--- src/rtl/htfe_pkg.sv ---
// Package for the header/trailer frame extractor.
// Holds field widths, framing constants, FSM state type and the
// command/status structs shared by controller and datapath.
package htfe_pkg;

   localparam int BYTE_W        = 8;
   localparam int LEN_REG_W     = 5;
   localparam int CLAMP_W       = 7;
   localparam int MAX_FRAME_DEF = 16;
   localparam int MIN_FRAME     = 5;

   localparam logic [LEN_REG_W-1:0] FRAME_LEN_RESET = 5'd16;

   localparam logic [BYTE_W-1:0] HDR0 = 8'h24;
   localparam logic [BYTE_W-1:0] HDR1 = 8'h03;
   localparam logic [BYTE_W-1:0] TRL0 = 8'h0D;
   localparam logic [BYTE_W-1:0] TRL1 = 8'h0A;

   typedef enum logic [2:0] {
      ST_IDLE,
      ST_CHECK,
      ST_SCAN,
      ST_EMIT,
      ST_TRAIL
   } state_type;

   typedef struct packed {
      logic append;
      logic shift1;
      logic shift2;
      logic load_cnt;
      logic emit;
   } cmd_type;

   typedef struct packed {
      logic fill_ge_len;
      logic fill_zero;
      logic hdr_front;
      logic trl_ok;
      logic cnt_last;
      logic out_free;
   } sts_type;

endpackage

--- src/rtl/htfe_req_if.sv ---
// Stream interfaces for the frame extractor: received bytes, payload
// results and the frame length write channel. Uses htfe_pkg widths.
interface htfe_req_if;
   logic                          valid;
   logic                          ready;
   logic [htfe_pkg::BYTE_W-1:0]   rx_byte;
   modport source (output valid, output rx_byte, input ready);
   modport sink   (input valid, input rx_byte, output ready);
endinterface

interface htfe_rsp_if;
   logic                          valid;
   logic                          ready;
   logic [htfe_pkg::BYTE_W-1:0]   payload_byte;
   logic                          last_of_frame;
   modport source (output valid, output payload_byte, output last_of_frame, input ready);
   modport sink   (input valid, input payload_byte, input last_of_frame, output ready);
endinterface

interface htfe_csr_if;
   logic                           valid;
   logic                           ready;
   logic [htfe_pkg::LEN_REG_W-1:0] frame_len;
   modport source (output valid, output frame_len, input ready);
   modport sink   (input valid, input frame_len, output ready);
endinterface

--- src/rtl/header_trailer_frame_extractor.sv ---
// Fixed-length frame extractor: bytes arrive one request at a time into a
// window of MAX_FRAME bytes; frames of frame_len bytes (clamped to 5..MAX_FRAME)
// starting with 0x24 0x03 and ending in CR LF release their payload bytes in
// order, the last one flagged. A request is taken only while the controller is
// idle. Each request is appended and then checked; a header search then drops
// one window byte per cycle, and a valid frame has its header removed, then
// releases its payload bytes (stalling while a held result is not yet taken),
// then has its trailer removed. Results wait in an output register. Depends
// on htfe_pkg, the htfe interfaces, htfe_ctrl and htfe_dp.
module header_trailer_frame_extractor #(
   parameter int MAX_FRAME = htfe_pkg::MAX_FRAME_DEF
) (
   input  logic       clock,
   input  logic       reset,
   htfe_req_if.sink   req_port,
   htfe_rsp_if.source rsp_port,
   htfe_csr_if.sink   csr_port
);

   htfe_pkg::cmd_type cmd;
   htfe_pkg::sts_type sts;
   logic              req_ready;

   assign req_port.ready = req_ready;
   assign csr_port.ready = 1'b1;

   htfe_ctrl u_ctrl (
      .clock     (clock),
      .reset     (reset),
      .req_valid (req_port.valid),
      .req_ready (req_ready),
      .sts       (sts),
      .cmd       (cmd)
   );

   htfe_dp #(
      .MAX_FRAME (MAX_FRAME)
   ) u_dp (
      .clock             (clock),
      .reset             (reset),
      .cmd               (cmd),
      .sts               (sts),
      .rx_byte           (req_port.rx_byte),
      .csr_we            (csr_port.valid),
      .csr_frame_len     (csr_port.frame_len),
      .rsp_valid         (rsp_port.valid),
      .rsp_ready         (rsp_port.ready),
      .rsp_payload_byte  (rsp_port.payload_byte),
      .rsp_last_of_frame (rsp_port.last_of_frame)
   );

endmodule

--- src/rtl/htfe_ctrl.sv ---
// Controller FSM for the frame extractor.
// Drives datapath commands from datapath status; depends on htfe_pkg.
module htfe_ctrl (
   input  logic                clock,
   input  logic                reset,
   input  logic                req_valid,
   output logic                req_ready,
   input  htfe_pkg::sts_type   sts,
   output htfe_pkg::cmd_type   cmd
);

   htfe_pkg::state_type state_ff, state_in;

   always_ff @(posedge clock) begin
      if (reset) begin
         state_ff <= htfe_pkg::ST_IDLE;
      end else begin
         state_ff <= state_in;
      end
   end

   always_comb begin
      state_in = state_ff;
      unique case (state_ff)
         htfe_pkg::ST_IDLE: begin
            if (req_valid) begin
               state_in = htfe_pkg::ST_CHECK;
            end
         end
         htfe_pkg::ST_CHECK: begin
            priority if (!sts.fill_ge_len) begin
               state_in = htfe_pkg::ST_IDLE;
            end else if (sts.hdr_front && sts.trl_ok) begin
               state_in = htfe_pkg::ST_EMIT;
            end else if (sts.hdr_front) begin
               // bad trailer: drop the header start, then recheck the fill
               state_in = htfe_pkg::ST_CHECK;
            end else begin
               state_in = htfe_pkg::ST_SCAN;
            end
         end
         htfe_pkg::ST_SCAN: begin
            if (sts.fill_zero || sts.hdr_front) begin
               state_in = htfe_pkg::ST_CHECK;
            end
         end
         htfe_pkg::ST_EMIT: begin
            if (sts.out_free && sts.cnt_last) begin
               state_in = htfe_pkg::ST_TRAIL;
            end
         end
         htfe_pkg::ST_TRAIL: begin
            state_in = htfe_pkg::ST_CHECK;
         end
         default: begin
            state_in = htfe_pkg::ST_IDLE;
         end
      endcase
   end

   always_comb begin
      cmd       = '0;
      req_ready = 1'b0;
      unique case (state_ff)
         htfe_pkg::ST_IDLE: begin
            req_ready  = 1'b1;
            cmd.append = req_valid;
         end
         htfe_pkg::ST_CHECK: begin
            if (sts.fill_ge_len) begin
               if (sts.hdr_front && sts.trl_ok) begin
                  cmd.shift2   = 1'b1;
                  cmd.load_cnt = 1'b1;
               end else begin
                  cmd.shift1 = 1'b1;
               end
            end
         end
         htfe_pkg::ST_SCAN: begin
            if (!sts.fill_zero && !sts.hdr_front) begin
               cmd.shift1 = 1'b1;
            end
         end
         htfe_pkg::ST_EMIT: begin
            if (sts.out_free) begin
               cmd.emit   = 1'b1;
               cmd.shift1 = 1'b1;
            end
         end
         htfe_pkg::ST_TRAIL: begin
            cmd.shift2 = 1'b1;
         end
         default: begin
            cmd = '0;
         end
      endcase
   end

endmodule

--- src/rtl/htfe_dp.sv ---
// Datapath for the frame extractor: byte window shift line, fill count,
// frame length register, payload counter and result register. Uses htfe_pkg.
module htfe_dp #(
   parameter int MAX_FRAME = htfe_pkg::MAX_FRAME_DEF
) (
   input  logic                           clock,
   input  logic                           reset,
   input  htfe_pkg::cmd_type              cmd,
   output htfe_pkg::sts_type              sts,
   input  logic [htfe_pkg::BYTE_W-1:0]    rx_byte,
   input  logic                           csr_we,
   input  logic [htfe_pkg::LEN_REG_W-1:0] csr_frame_len,
   output logic                           rsp_valid,
   input  logic                           rsp_ready,
   output logic [htfe_pkg::BYTE_W-1:0]    rsp_payload_byte,
   output logic                           rsp_last_of_frame
);

   localparam int FW = $clog2(MAX_FRAME + 1);
   localparam int LW = FW;
   localparam int PW = $clog2(MAX_FRAME - 1);
   localparam int CW = $clog2(MAX_FRAME - 3);

   logic [htfe_pkg::BYTE_W-1:0] win_ff [MAX_FRAME];
   logic [htfe_pkg::BYTE_W-1:0] win_in [MAX_FRAME];
   logic [FW-1:0]               fill_ff, fill_in;
   logic [htfe_pkg::LEN_REG_W-1:0] flen_ff;
   logic [CW-1:0]               cnt_ff, cnt_in;
   logic                        out_valid_ff, out_valid_in;
   logic [htfe_pkg::BYTE_W-1:0] out_data_ff, out_data_in;
   logic                        out_last_ff, out_last_in;

   logic [htfe_pkg::CLAMP_W-1:0] flen_wide;
   logic [LW-1:0]                len;
   logic [PW-1:0]                trl_idx;
   logic [MAX_FRAME-2:0]         pair_ok;
   logic                         full;

   always_comb begin
      flen_wide = htfe_pkg::CLAMP_W'(flen_ff);
      priority if (flen_wide < htfe_pkg::CLAMP_W'(htfe_pkg::MIN_FRAME)) begin
         len = LW'(htfe_pkg::MIN_FRAME);
      end else if (flen_wide > htfe_pkg::CLAMP_W'(MAX_FRAME)) begin
         len = LW'(MAX_FRAME);
      end else begin
         len = LW'(flen_wide);
      end
   end

   // trailer flags at every pair position, picked by frame length
   always_comb begin
      for (int k = 0; k < MAX_FRAME - 1; k++) begin
         pair_ok[k] = (win_ff[k] == htfe_pkg::TRL0) && (win_ff[k+1] == htfe_pkg::TRL1);
      end
   end

   assign trl_idx = PW'(len - LW'(2));
   assign full    = (fill_ff == FW'(MAX_FRAME));

   always_comb begin
      sts.fill_ge_len = (fill_ff >= len);
      sts.fill_zero   = (fill_ff == '0);
      sts.hdr_front   = (fill_ff >= FW'(2)) && (win_ff[0] == htfe_pkg::HDR0)
                        && (win_ff[1] == htfe_pkg::HDR1);
      sts.trl_ok      = pair_ok[trl_idx];
      sts.cnt_last    = (cnt_ff == CW'(1));
      sts.out_free    = !out_valid_ff || rsp_ready;
   end

   always_comb begin
      fill_in = fill_ff;
      for (int k = 0; k < MAX_FRAME; k++) begin
         win_in[k] = win_ff[k];
      end
      if (cmd.append) begin
         for (int k = 0; k < MAX_FRAME; k++) begin
            if (full) begin
               if (k == MAX_FRAME - 1) begin
                  win_in[k] = rx_byte;
               end else begin
                  win_in[k] = win_ff[k+1];
               end
            end else if (FW'(k) == fill_ff) begin
               win_in[k] = rx_byte;
            end
         end
         if (!full) begin
            fill_in = fill_ff + FW'(1);
         end
      end else if (cmd.shift2) begin
         for (int k = 0; k < MAX_FRAME - 2; k++) begin
            win_in[k] = win_ff[k+2];
         end
         fill_in = (fill_ff >= FW'(2)) ? fill_ff - FW'(2) : '0;
      end else if (cmd.shift1) begin
         for (int k = 0; k < MAX_FRAME - 1; k++) begin
            win_in[k] = win_ff[k+1];
         end
         fill_in = (fill_ff != '0) ? fill_ff - FW'(1) : '0;
      end
   end

   always_comb begin
      cnt_in = cnt_ff;
      if (cmd.load_cnt) begin
         cnt_in = CW'(len - LW'(4));
      end else if (cmd.emit) begin
         cnt_in = cnt_ff - CW'(1);
      end
   end

   always_comb begin
      out_valid_in = out_valid_ff;
      out_data_in  = out_data_ff;
      out_last_in  = out_last_ff;
      if (cmd.emit) begin
         out_valid_in = 1'b1;
         out_data_in  = win_ff[0];
         out_last_in  = sts.cnt_last;
      end else if (rsp_ready) begin
         out_valid_in = 1'b0;
      end
   end

   always_ff @(posedge clock) begin
      for (int k = 0; k < MAX_FRAME; k++) begin
         win_ff[k] <= win_in[k];
      end
      out_data_ff <= out_data_in;
      out_last_ff <= out_last_in;
      cnt_ff      <= cnt_in;
   end

   always_ff @(posedge clock) begin
      if (reset) begin
         fill_ff      <= '0;
         flen_ff      <= htfe_pkg::FRAME_LEN_RESET;
         out_valid_ff <= 1'b0;
      end else begin
         fill_ff      <= fill_in;
         out_valid_ff <= out_valid_in;
         if (csr_we) begin
            flen_ff <= csr_frame_len;
         end
      end
   end

   assign rsp_valid         = out_valid_ff;
   assign rsp_payload_byte  = out_data_ff;
   assign rsp_last_of_frame = out_last_ff;

endmodule
--- src/flat_wrapper.sv ---
// flat-port wrapper written by rule: the top's interface ports become plain ports
module header_trailer_frame_extractor_flat 
#(
   parameter int MAX_FRAME = htfe_pkg::MAX_FRAME_DEF
)
  (clock, reset, req_port_valid, req_port_rx_byte, req_port_ready, rsp_port_valid, rsp_port_payload_byte, rsp_port_last_of_frame, rsp_port_ready, csr_port_valid, csr_port_frame_len, csr_port_ready);
  htfe_req_if req_port_i ();
  htfe_rsp_if rsp_port_i ();
  htfe_csr_if csr_port_i ();
  input  logic clock;
  input  logic reset;
  input wire logic [$bits(req_port_i.valid)-1:0] req_port_valid;
  input wire logic [$bits(req_port_i.rx_byte)-1:0] req_port_rx_byte;
  output wire logic [$bits(req_port_i.ready)-1:0] req_port_ready;
  output wire logic [$bits(rsp_port_i.valid)-1:0] rsp_port_valid;
  output wire logic [$bits(rsp_port_i.payload_byte)-1:0] rsp_port_payload_byte;
  output wire logic [$bits(rsp_port_i.last_of_frame)-1:0] rsp_port_last_of_frame;
  input wire logic [$bits(rsp_port_i.ready)-1:0] rsp_port_ready;
  input wire logic [$bits(csr_port_i.valid)-1:0] csr_port_valid;
  input wire logic [$bits(csr_port_i.frame_len)-1:0] csr_port_frame_len;
  output wire logic [$bits(csr_port_i.ready)-1:0] csr_port_ready;
  assign req_port_i.valid = req_port_valid;
  assign req_port_i.rx_byte = req_port_rx_byte;
  assign req_port_ready = req_port_i.ready;
  assign rsp_port_valid = rsp_port_i.valid;
  assign rsp_port_payload_byte = rsp_port_i.payload_byte;
  assign rsp_port_last_of_frame = rsp_port_i.last_of_frame;
  assign rsp_port_i.ready = rsp_port_ready;
  assign csr_port_i.valid = csr_port_valid;
  assign csr_port_i.frame_len = csr_port_frame_len;
  assign csr_port_ready = csr_port_i.ready;
  header_trailer_frame_extractor #(.MAX_FRAME(MAX_FRAME)) u_core (.clock(clock), .reset(reset), .req_port(req_port_i), .rsp_port(rsp_port_i), .csr_port(csr_port_i));
endmodule
--- config.mk ---
export PLATFORM = sky130hd
export DESIGN_NAME = header_trailer_frame_extractor_flat
export DESIGN_NICKNAME = d
export VERILOG_FILES = /design/src/rtl/htfe_pkg.sv /design/src/rtl/htfe_req_if.sv /design/src/rtl/header_trailer_frame_extractor.sv /design/src/rtl/htfe_ctrl.sv /design/src/rtl/htfe_dp.sv /design/src/flat_wrapper.sv
export SDC_FILE = /design/constraint.sdc
export NUM_CORES = 1
export LEC_CHECK = 0
export BUFFER_PORTS_ARGS = -buffer_cell sky130_fd_sc_hd__clkbuf_2
export CAP_MARGIN = 5
export CORE_MARGIN = 5
export CORE_UTILIZATION = 30
export CTS_CLUSTER_SIZE = 14
export DETAILED_ROUTE_END_ITERATION = 10
export GPL_TIMING_DRIVEN = 0
export HOLD_SLACK_MARGIN = 0.1
export PLACE_DENSITY_LB_ADDON = 0.2
export SKIP_LAST_GASP = 1
export SYNTH_ARGS = -nofsm -noshare
export SYNTH_HDL_FRONTEND = slang
export SYNTH_SLANG_ARGS = --single-unit
--- constraint.sdc ---
create_clock -name clock -period 3.25 [get_ports clock]
set_clock_uncertainty 0.1 [all_clocks]
set_input_delay 0.65 -clock clock [delete_from_list [all_inputs] [get_ports clock]]
set_output_delay 0.65 -clock clock [all_outputs]
set_load 0.05 [all_outputs]
# Word-level counts from Yosys, hierarchy flattened

Memory sizes are Yosys's and may differ from the RTL's.
Cells that the tools add are included.

Add/sub/neg operators: 6
Multipliers: 0
Div/mod/pow operators: 0
Order comparisons: 5
Equal/unequal tests: 57
Shifts and indexed selects: 0
Muxes and demuxes: 69
Bitwise operators: 0
Reduce and logical (&&, ||, !) cells: 33

Operator list:

| kind                                                               | number |
|---|---|
| 2-to-1 mux 8 bit                                                   | 34 |
| equality test 8 x 4 -> 1 bit (second input constant)               | 30 |
| 2-to-1 mux 120 bit                                                 | 2 |
| 2-to-1 mux 112 bit                                                 | 1 |
| equality test 4 x 5 -> 1 bit (first input constant)                | 8 |
| 2-to-1 mux 5 bit                                                   | 8 |
| equality test 3 x 5 -> 1 bit (first input constant)                | 4 |
| logical AND 1 bit                                                  | 20 |
| case mux 3 bit (5 select lines)                                    | 1 |
| 2-to-1 mux 3 bit                                                   | 4 |
| equality test 2 x 5 -> 1 bit (first input constant)                | 2 |
| 2-to-1 mux 1 bit                                                   | 10 |
| equality test 8 x 2 -> 1 bit (second input constant)               | 1 |
| equality test 8 x 6 -> 1 bit (second input constant)               | 1 |
| 2-to-1 mux 2 bit                                                   | 4 |
| 2-to-1 mux 4 bit                                                   | 2 |
| inequality test 2 bit (second input constant)                      | 4 |
| equality test 3 x 2 -> 1 bit (second input constant)               | 2 |
| adder 5 x 1 -> 5 bit (second input constant)                       | 1 |
| equality test 1 x 5 -> 1 bit (first input constant)                | 1 |
| equality test 5 bit (second input constant)                        | 1 |
| greater-or-equal comparator 5 x 2 -> 1 bit (second input constant) | 1 |
| greater-or-equal comparator 5 bit                                  | 1 |
| greater-than comparator 5 bit (second input constant)              | 1 |
| 22 further kinds                                                   | 26 |

Bits in registers: 27
Latch bits: 0
Bits in writable memories: 128
ROM bits: 0
Input bits: 18
Output and inout port bits: 12
Word-level logic and storage cells: 178
Memories kept: 1

Memory list:

| name               | depth | bits a word | rd ports | clocked after Yosys merged registers in | write ports | line          | source |
|---|---|---|---|---|---|---|---|
| u_core.u_dp.win_ff | 16    | 8           | 16       | 0                                       | 16          | htfe_dp.sv:24 | `logic [htfe_pkg::BYTE_W-1:0] win_ff [MAX_FRAME];` |

# Depth between registers and ports, before layout

Gate-level depths: netlist of the first run.

Word-level depth: 13
Gate-level depth with buffers: 14
Mapped depth without buffers: 12

# By module

Synthesis of the first run repeated with hierarchy kept, for this count alone.

Cells, all modules: 851
Area total of the unflattened synthesis: 9044.9 sq um

Modules (own cells, without submodules):

| module                         | times used | cells an instance | area an instance (sq um) | sequential area each (sq um) |
|---|---|---|---|---|
| htfe_dp                        | 1          | 817               | 8773.4                   | 4454.3 |
| htfe_ctrl                      | 1          | 32                | 260.2                    | 60.1 |
| header_trailer_frame_extractor | 1          | 2                 | 11.3                     | 0.0 |

# Least setup slack after synthesis of the first run

No wires, ideal clock.

Path kind: reg-to-reg
From: register, netlist name u_core.u_ctrl.state_ff[2]
To: memory u_core.u_dp.win_ff[1][40] (netlist name), enable pin
Setup time: 375 ps
Arrival time: 2947 ps
Required time: 2775 ps
Slack: -173 ps
Stages on the path, launching flop included: 9
Buffers on the path: 2
Clock period less this slack: 3423 ps
Cells stage by stage: dfxtp_1 nor3_1 and2_1 clkbuf_1 nor2_1 o21ai_1 nor2_1 clkbuf_1 a21oi_1

RTL lines:

| element       | line |
|---|---|
| end, declared | htfe_dp.sv:24 |

==> summary.md, run 1 <==
| Metric | Value |
|---|---|
| Status | completed |
| FF-to-FF path depth | 11 |
| TNS Setup | 0 ns |
| Yosys warns | 0 |
| Layout Nets | 724 |
| Rel. slew slack | 40.0% |
| Die area | 0.0297 mm² |
| First-pass GRT wire length | 36900 µm |
| Mapped Cells | 625 |
| Internal | 5470 µW |
| Critical path endpoint category | flop |
| Hold depth | 1 |
| Post-synthesis sequential element count | 155 |
| Via density | 5.95 |
| CTS tree | built |
| Core area | 0.0260 mm² |
| Max clock buf depth | 2 |
| Syn_area_per_cell | 12.7 µm² |
| Number of flops mapped to enable cells by yosys | 141 |
| Pin count of the biggest net entering global routing | 17 |
| Multi-input combinational cell area | 0.00339 mm² |
| Netlist Area Pre-Place | 0.00791 mm² |
| Ports | 30 |
| Final ANT Viol Nets | 0 |
| WP data arrival | 3.23 ns |
| Final RePlAce weighted congestion | 0.834 |
| Fill cells | 2541 |
| Peak supply drop | 403 µV |
| Final Max Tran Viols | 0 |
| Worst-Margin Slew | 0.896 ns |
| CP Buf/Inv Count | 4 |
| Vias in the first global route | 6244 |
| Total clock sinks | 155 |
| Critical path class | flop to flop |
| Post-DP HPWL | 17300 µm |
| FP Rows | 59 |
| Crit path required time | 3.32 ns |
| Post-Syn Nets | 658 |
| Number of max-cap violations | 0 |
| Setup Viol. Count Final | 0 |
| Cell area power density | 904 mW/mm² |
| CP top delay family | compound AO/OA/AOI/OAI gates |
| Port bufs | 27 |
| Initial detailed-routing violation count | 654 |
| Most used DFF post-synth | edfxtp_1 |
| Initial antenna violation count | 0 |
| Critical path's largest stage delay | 0.41 ns |
| Layout cell share with drive strength beyond 1 | 24.7% |
| Critical path peak fanout | 10 |
| Die height | 172 µm |
| Crit. path cell count | 11 |
| Fin. Hold Viols | 0 |
| Design area | 0.00961 mm² |
| Hold crit path type | input pin to flop |
| Horiz. Die Dim | 172 µm |
| Area Overhead vs Synth | 21.5% |
| Net Sw Frac | 37.1% |
| P_leak | 0.00334 µW |
| Hold-fix buffers, CTS | 0 |
| Place WS | -0.845 ns |
| Placed cell area | 0.00847 mm² |
| CP most frequent cell | inv_1 |
| Routed vias | 6185 |
| CTS H-tree lvls | 4 |
| Root Driver | clkbuf_16 |
| GRT Util Overall | 16.3% |
| Initial core utilization | 30.4% |
| Flop pwr share | 45.9% |
| Final period util | 97.2% |
| Crit path cell chain | inv_1 > o21ai_4 > ha_2 > inv_1 > o41ai_1 > a211oi_2 > o32ai_4 > a21o_1 > clkbuf_4 > buf_4 > a221o_1 |
| Skew-Pair Late Insertion Delay | 0.44 ns |
| P_sw | 3220 µW |
| Drt drc | 0 |
| CTS clk-pin slew, worst paths | 0.07 ns |
| Combinational power share | 31.6% |
| DR WL/cell | 23.3 µm |
| Post-synthesis async set-or-reset flop share | 0% |
| Pre-Repair DR Iteration Count | 5 |
| CP max-delay cell | dfxtp_2 |
| CTS buffer count | 17 |
| CP Launch Type | flop |
| Final core occ | 37.0% |
| Fin worst setup slack | 0.0918 ns |
| Register area | 0.00453 mm² |
| Clk pwr share | 22.5% |
| Fin crit period | 3.16 ns |
| Global route total overflow | 0 |
| Max Fclk | 317 MHz |
| Sequential area share after synthesis | 57.1% |
| Total wire length | 24200 µm |
| Inserted Diodes | 0 |
| Synth cell types | 60 |
per-layer routing:
| metal | track usage, % | vias up | routed length, µm | share of wire, % |
|---|---|---|---|---|
| met5 | 0 | - | 0 | 0 |
| met4 | 5.06 | 0 | 369 | 1.5 |
| met3 | 3.68 | 32 | 1490 | 6.2 |
| met2 | 25.5 | 255 | 11400 | 47 |
| met1 | 22.7 | 3166 | 10900 | 45 |
| li1 | - | 2732 | - | - |
stage by stage:
step	power (µW)	hold WS (ns)	std cells
after floorplan	5430	0.318	625
after global placement	6270	0.329	987
after detailed placement	6330	0.328	987
after CTS	8580	0.283	1035
after global routing	9060	0.289	1039
final	8690	0.297	1039
kinds of logic after synthesis:
kind of cell	Yosys count	share of synthesized area [%]
other	1	0.0474
buffers and inverters	68	4.38
DFF	155	57.1
muxes	8	1.03
xor gates and xnor gates	6	0.664
adders and majority gates	15	2.37
AOI/OAI and AO/OA	200	21.6
and+or+nand+nor	172	12.8
worst register-to-register path: stages (launching register included):
cell and delay, ns:
dfxtp_2 0.41, inv_1 0.10, o21ai_4 0.22, ha_2 0.36, inv_1 0.14, o41ai_1 0.10
a211oi_2 0.29, o32ai_4 0.14, a21o_1 0.22, clkbuf_4 0.21, buf_4 0.21, a221o_1 0.39
power groups by stage:
| stage | clock network, µW | registers (µW) | logic (µW) |
|---|---|---|---|
| floorplan | 0 | 3700 | 1730 |
| global placement | 0 | 3930 | 2340 |
| detailed placement | 0 | 3940 | 2390 |
| CTS | 1980 | 3920 | 2670 |
| global route | 2060 | 4050 | 2950 |
| finish | 1950 | 3980 | 2750 |
synth_stat cells (4+ instances only):
cell type  number  area [µm²]
nor3_1          5        25.0
a221o_1       112        1120
nand2b_1        7        43.8
nand2_1        32         120
o21ai_0        11        55.1
nor4_1         16         100
inv_1          13        48.8
nor2_1         35         131
edfxtp_1      141        4230
nor4b_1         7        61.3
buf_2          13        65.1
a211oi_1        4        30.0
nand3_1         7        35.0
clkbuf_1       29         109
and2_1         10        62.6
and4b_1         5        50.1
ha_1           15         188
o41ai_1         5        43.8
a21o_1          9        67.6
nor4bb_1        6        60.1
nor2b_1         9        56.3
nand3b_1        5        37.5
nand4_1         9        56.3
buf_6           9         101
xor2_1          4        35.0
dfxtp_1        14         280
a31oi_1         4        25.0
a21oi_1        28         140
nor3b_1         5        37.5
o21ai_1         4        20.0
mux2i_1         7        70.1
cell usage in the layout, fill, tap and decap left out, types with 7 or more instances in the layout:
cell	netlist	final
ha_1	15	14
clkbuf_1	29	17
nand2b_1	7	7
a21oi_2	0	7
a21oi_1	28	20
inv_1	13	10
mux2i_1	7	7
clkbuf_2	0	39
nand2_1	32	32
o21ai_0	11	9
buf_6	9	11
edfxtp_1	141	141
a221o_1	112	112
nor4_1	16	9
nor2_4	0	9
and2_1	10	10
buf_2	13	7
nor2_1	35	24
a21o_1	9	9
clkbuf_16	0	17
dfxtp_1	14	7
nand4_1	9	9
buf_4	2	23
nor2b_1	9	9
nand3_1	7	7
flip-flops by register name, indices dropped and copies added, names as in the netlist:
signal / count
u_core.u_dp.rsp_valid: 1
u_core.u_dp.rsp_last_of_frame: 1
u_core.u_dp.fill_ff: 5
u_core.u_dp.win_ff: 128
u_core.u_dp.rsp_payload_byte: 8
u_core.u_dp.cnt_ff: 4
u_core.u_ctrl.state_ff: 3
u_core.u_dp.flen_ff: 5
path summary, 6_finish.rpt:
| check | startpoint | end | slack, ns |
|---|---|---|---|
| min reg2reg | u_core.u_dp.win_ff[0][2] | u_core.u_dp.rsp_payload_byte[2] | 0.34 |
| max | u_core.u_dp.flen_ff[3] | u_core.u_dp.win_ff[1][44] | 0.09 |
| max reg2reg | u_core.u_dp.flen_ff[3] | u_core.u_dp.win_ff[1][44] | 0.09 |
| min | req_port_rx_byte[5] | u_core.u_dp.win_ff[1][61] | 0.30 |
cell type report:
| class | instances | share of cell area, % |
|---|---|---|
| inverters | 14 | 0.651 |
| flip-flops and latches | 155 | 47.1 |
| well taps | 335 | 4.36 |
| clock inverters | 14 | 1.45 |
| repair buffers | 47 | 3.10 |
| clock buffers | 18 | 4.47 |
| multi-input cells | 402 | 35.3 |
| plain buffers | 54 | 3.56 |
repair_timing:
action / CTS / global route
pin swaps: 8 / 8
gates resized for setup: 72 / 33
setup endpoints to repair: 253 / 241
buffers inserted: 16 / 4
No activity file was read; power rests on OpenSTA's default activity.
==> run 2, diff against run 1 <==
--- a/config.mk
+++ b/config.mk
@@ -5,6 +5,7 @@
 export SDC_FILE = /design/constraint.sdc
 export NUM_CORES = 1
 export LEC_CHECK = 0
+export ABC_AREA = 1
 export BUFFER_PORTS_ARGS = -buffer_cell sky130_fd_sc_hd__clkbuf_2
 export CAP_MARGIN = 5
 export CORE_MARGIN = 5
==> summary.md, run 2 <==
| Metric | Value |
|---|---|
| Peak supply drop | 416 µV (was 403 µV) |
| Total clock sinks | 155 (unchanged) |
| Most used DFF post-synth | edfxtp_1 (unchanged) |
| WP data arrival | 3.14 ns (was 3.23 ns) |
| CTS clk-pin slew, worst paths | 0.07 ns (about the same) |
| Worst-Margin Slew | 0.760 ns (was 0.896 ns) |
| Number of flops mapped to enable cells by yosys | 141 (unchanged) |
| Layout cell share with drive strength beyond 1 | 21.2% (was 24.7%) |
| Critical path's largest stage delay | 0.38 ns (was 0.41 ns) |
| Via density | 5.09 (was 5.95) |
| RSZ-0062 raised after global routing | true |
| Core area | 0.0334 mm² (was 0.0260 mm²) |
| Most common cell after layout, fill and taps aside | nand2_1 (was edfxtp_1) |
| Initial detailed-routing violation count | 545 (was 654) |
| Post-Syn Nets | 1152 (was 658) |
| FF-to-FF path depth | 16 (was 11) |
| Cell total after placement | 1595 (was 987) |
| Fin. Hold Viols | 0 (unchanged) |
| Sequential area share after synthesis | 44.6% (was 57.1%) |
| Netlist Area Pre-Place | 0.0101 mm² (was 0.00791 mm²) |
| Number of max-cap violations | 0 (unchanged) |
| Commonest non-fill, non-tap cells in the layout | nand2_1, inv_1, edfxtp_1 (was edfxtp_1, a221o_1, clkbuf_2) |
| Final ANT Viol Nets | 0 (unchanged) |
| Cell area power density | 974 mW/mm² (was 904 mW/mm²) |
| CTS H-tree lvls | 4 (unchanged) |
| Ports | 30 (unchanged) |
| Critical path class | flop to flop (unchanged) |
| Skew-Pair Late Insertion Delay | 0.44 ns (about the same) |
| Mapped Cells | 1119 (was 625) |
| Fin crit period | 3.16 ns (about the same) |
| Area Overhead vs Synth | 15.9% (was 21.5%) |
| Placed cell area | 0.0108 mm² (was 0.00847 mm²) |
| Hold crit path type | input pin to flop (unchanged) |
| Design area | 0.0117 mm² (was 0.00961 mm²) |
| Layout Cells excl Fill | 1634 (was 1039) |
| Critical path endpoint category | flop (unchanged) |
| Port bufs | 28 (was 27) |
| CP Launch Type | flop (unchanged) |
| P_sw | 4780 µW (was 3220 µW) |
| Post-synthesis async set-or-reset flop share | 0% (unchanged) |
| Final Max Tran Viols | 0 (unchanged) |
| Flop pwr share | 39.2% (was 45.9%) |
| Crit path required time | 3.24 ns (was 3.32 ns) |
| Hold-fix buffers, CTS | 0 (unchanged) |
| Horiz. Die Dim | 194 µm (was 172 µm) |
| Layout Nets | 1207 (was 724) |
| Critical Path Sink | u_core.u_dp.win_ff[0][22] (was u_core.u_dp.win_ff[1][44]) |
| Synth area leaders | edfxtp_1, o211ai_2, nand2_1 (was edfxtp_1, a221o_1, dfxtp_1) |
| Worst R2R Start | u_core.u_dp.flen_ff[0] (was u_core.u_dp.flen_ff[3]) |
| Pre-Repair DR Iteration Count | 7 (was 5) |
| Fin worst setup slack | 0.0933 ns (was 0.0918 ns) |
| Most flops, register | u_core.u_dp.win_ff (unchanged) |
| Vias in the first global route | 8583 (was 6244) |
| Net Sw Frac | 41.9% (was 37.1%) |
| Routed vias | 8317 (was 6185) |
| Inserted Diodes | 0 (unchanged) |
| CP startpoint | u_core.u_dp.flen_ff[0] (was u_core.u_dp.flen_ff[3]) |
| Synth cell types | 37 (was 60) |
| Die area | 0.0375 mm² (was 0.0297 mm²) |
| Status | completed (unchanged) |
| Yosys top cell area share | 41.9% (was 53.5%) |
| R2R Setup Slk | 0.09 ns (about the same) |
| Fill cells | 3516 (was 2541) |
| Initial antenna violation count | 1 (was 0) |
| Syn_area_per_cell | 9.04 µm² (was 12.7 µm²) |
| Global route total overflow | 0 (unchanged) |
| Die height | 194 µm (was 172 µm) |
| Max reg flops | 128 (unchanged) |
| CTS tree | built (unchanged) |
| Top cells by count, synth | nand2_1, inv_1, edfxtp_1 (was edfxtp_1, a221o_1, nor2_1) |
| Final period util | 97.1% (was 97.2%) |
| Setup Viol. Count Final | 0 (unchanged) |
| Total wire length | 30800 µm (was 24200 µm) |
| Final RePlAce weighted congestion | 0.839 (was 0.834) |
| Most numerous cell in the Yosys netlist | nand2_1 (was edfxtp_1) |
| Max clock buf depth | 2 (unchanged) |
| Combinational power share | 43.5% (was 31.6%) |
| Critical path peak fanout | 10 (unchanged) |
| Post-synthesis sequential element count | 155 (unchanged) |
| Post-DP HPWL | 22700 µm (was 17300 µm) |
| Pin count of the biggest net entering global routing | 17 (unchanged) |
| Rel. slew slack | 49.3% (was 40.0%) |
| Initial core utilization | 30.3% (was 30.4%) |
| CTS buffer count | 17 (unchanged) |
| DR WL/cell | 18.8 µm (was 23.3 µm) |
| CP max-delay cell | a21oi_2 (was dfxtp_2) |
| Reg2reg end | u_core.u_dp.win_ff[0][22] (was u_core.u_dp.win_ff[1][44]) |
| Max Fclk | 317 MHz (about the same) |
| Place WS | -0.456 ns (was -0.845 ns) |
| First-pass GRT wire length | 48500 µm (was 36900 µm) |
| Drt drc | 0 (unchanged) |
| Internal | 6640 µW (was 5470 µW) |
| Root Driver | clkbuf_16 (unchanged) |
| Clk pwr share | 17.4% (was 22.5%) |
| FP Rows | 67 (was 59) |
| CP most frequent cell | nand2_1 (was inv_1) |
| Crit path cell chain | buf_4 > o21ai_2 > nand2_2 > nand2_4 > ha_1 > inv_1 > a21oi_1 > nand2_1 > nand2_1 > nand2_2 > nand3_1 > nand2_1 > nand2_1 > nor2_4 > buf_12 > a21oi_2 (was inv_1 > o21ai_4 > ha_2 > inv_1 > o41ai_1 > a211oi_2 > o32ai_4 > a21o_1 > clkbuf_4 > buf_4 > a221o_1) |
| P_leak | 0.00439 µW (was 0.00334 µW) |
| GRT Util Overall | 16.3% (about the same) |
| Top cell type by total area after synthesis | edfxtp_1 (unchanged) |
| Yosys warns | 0 (unchanged) |
[run 2: changes by cell type after synthesis, sizes merged, moves of 13 or more]
cell / delta
nor2: +57
o211ai: +217
buf: +28
a221o: -112
nand2: +228
nand3: +33
clkbuf: -15
inv: +155
nor4: -15
nor3: +13
[run 2: cells by family after synthesis]
family	count (synthesis)	share of synthesized area [%]
DFF	155	44.6
adders and majority gates	15	1.86
AOI/OAI and AO/OA	278	24.4
and+or+nand+nor	428	17.8
xor gates and xnor gates	6	0.520
buffers and inverters	236	10.8
other	1	0.0371
[run 2: metal layers]
metal	share of wire (%)	GRT usage, %	up-vias	routed length (µm)
met5	0	0	-	0
met3	5.0	2.92	32	1540
met4	1.5	3.96	0	476
li1	-	-	4011	-
met2	48	27.0	171	14700
met1	46	22.1	4103	14000
[run 2: final cells by class]
class	count	area (µm²)	share of cell area (%)
clock inverters	13	129	1.10
plain buffers	66	473	4.04
inverters	169	637	5.43
well taps	448	561	4.78
repair buffers	37	308	2.63
clock buffers	18	429	3.66
multi-input cells	728	4670	39.8
flip-flops and latches	155	4510	38.5
[run 2: power groups by stage]
stage / registers [µW] / logic (µW) / clock network, µW
6_report: 4470 / 4960 / 1980
5_1_grt: 4590 / 5470 / 2090
4_1_cts: 4480 / 4550 / 2010
3_5_place_dp: 4520 / 4390 / 0
3_3_place_gp: 4520 / 4360 / 0
2_1_floorplan: 4290 / 3210 / 0
[run 2: repair_timing]
action,CTS,global route
pin swaps,0,1
setup endpoints to repair,130,240
gates resized for setup,19,24
setup buffers,1,8
[run 2: stage by stage]
step | total power (µW) | util, % | TNS (ns) | hold WS, ns
floorplan | 7490 | - | 0 | 0.327
global placement | 8880 | 32.4 | -39.55 | 0.337
detailed placement | 8910 | 32.4 | -42.38 | 0.353
CTS | 11000 | 34.4 | -7.86 | 0.287
global route | 12100 | 35.1 | -0.691 | 0.291
finish | 11400 | 35.1 | 0 | 0.302
[run 2: how the worst min path moves through the flow]
| stage | startpoint | endpoint | slack, ns | cells past startpoint |
|---|---|---|---|---|
| 4_1_cts | req_port_rx_byte[1] | u_core.u_dp.win_ff[1][57] | 0.29 | 1 |
| 3_5_place_dp | u_core.u_dp.win_ff[0][7] | u_core.u_dp.rsp_payload_byte[7] | 0.35 | 0 |
| 2_1_floorplan | u_core.u_dp.win_ff[0][7] | u_core.u_dp.rsp_payload_byte[7] | 0.33 | 0 |
| 6_report | req_port_rx_byte[1] | u_core.u_dp.win_ff[1][57] | 0.30 | 1 |
| 5_1_grt | req_port_rx_byte[5] | u_core.u_dp.win_ff[1][61] | 0.29 | 1 |
| 3_3_place_gp | u_core.u_dp.win_ff[0][6] | u_core.u_dp.rsp_payload_byte[6] | 0.34 | 0 |
[run 2: critical path: cells and delay by family (launching register included)]
family,cells,cell delay (ns)
and+or+nand+nor,9,0.91
AOI/OAI and AO/OA,3,0.63
buffers and inverters,3,0.51
adders and majority gates,1,0.32
DFF,1,0.31
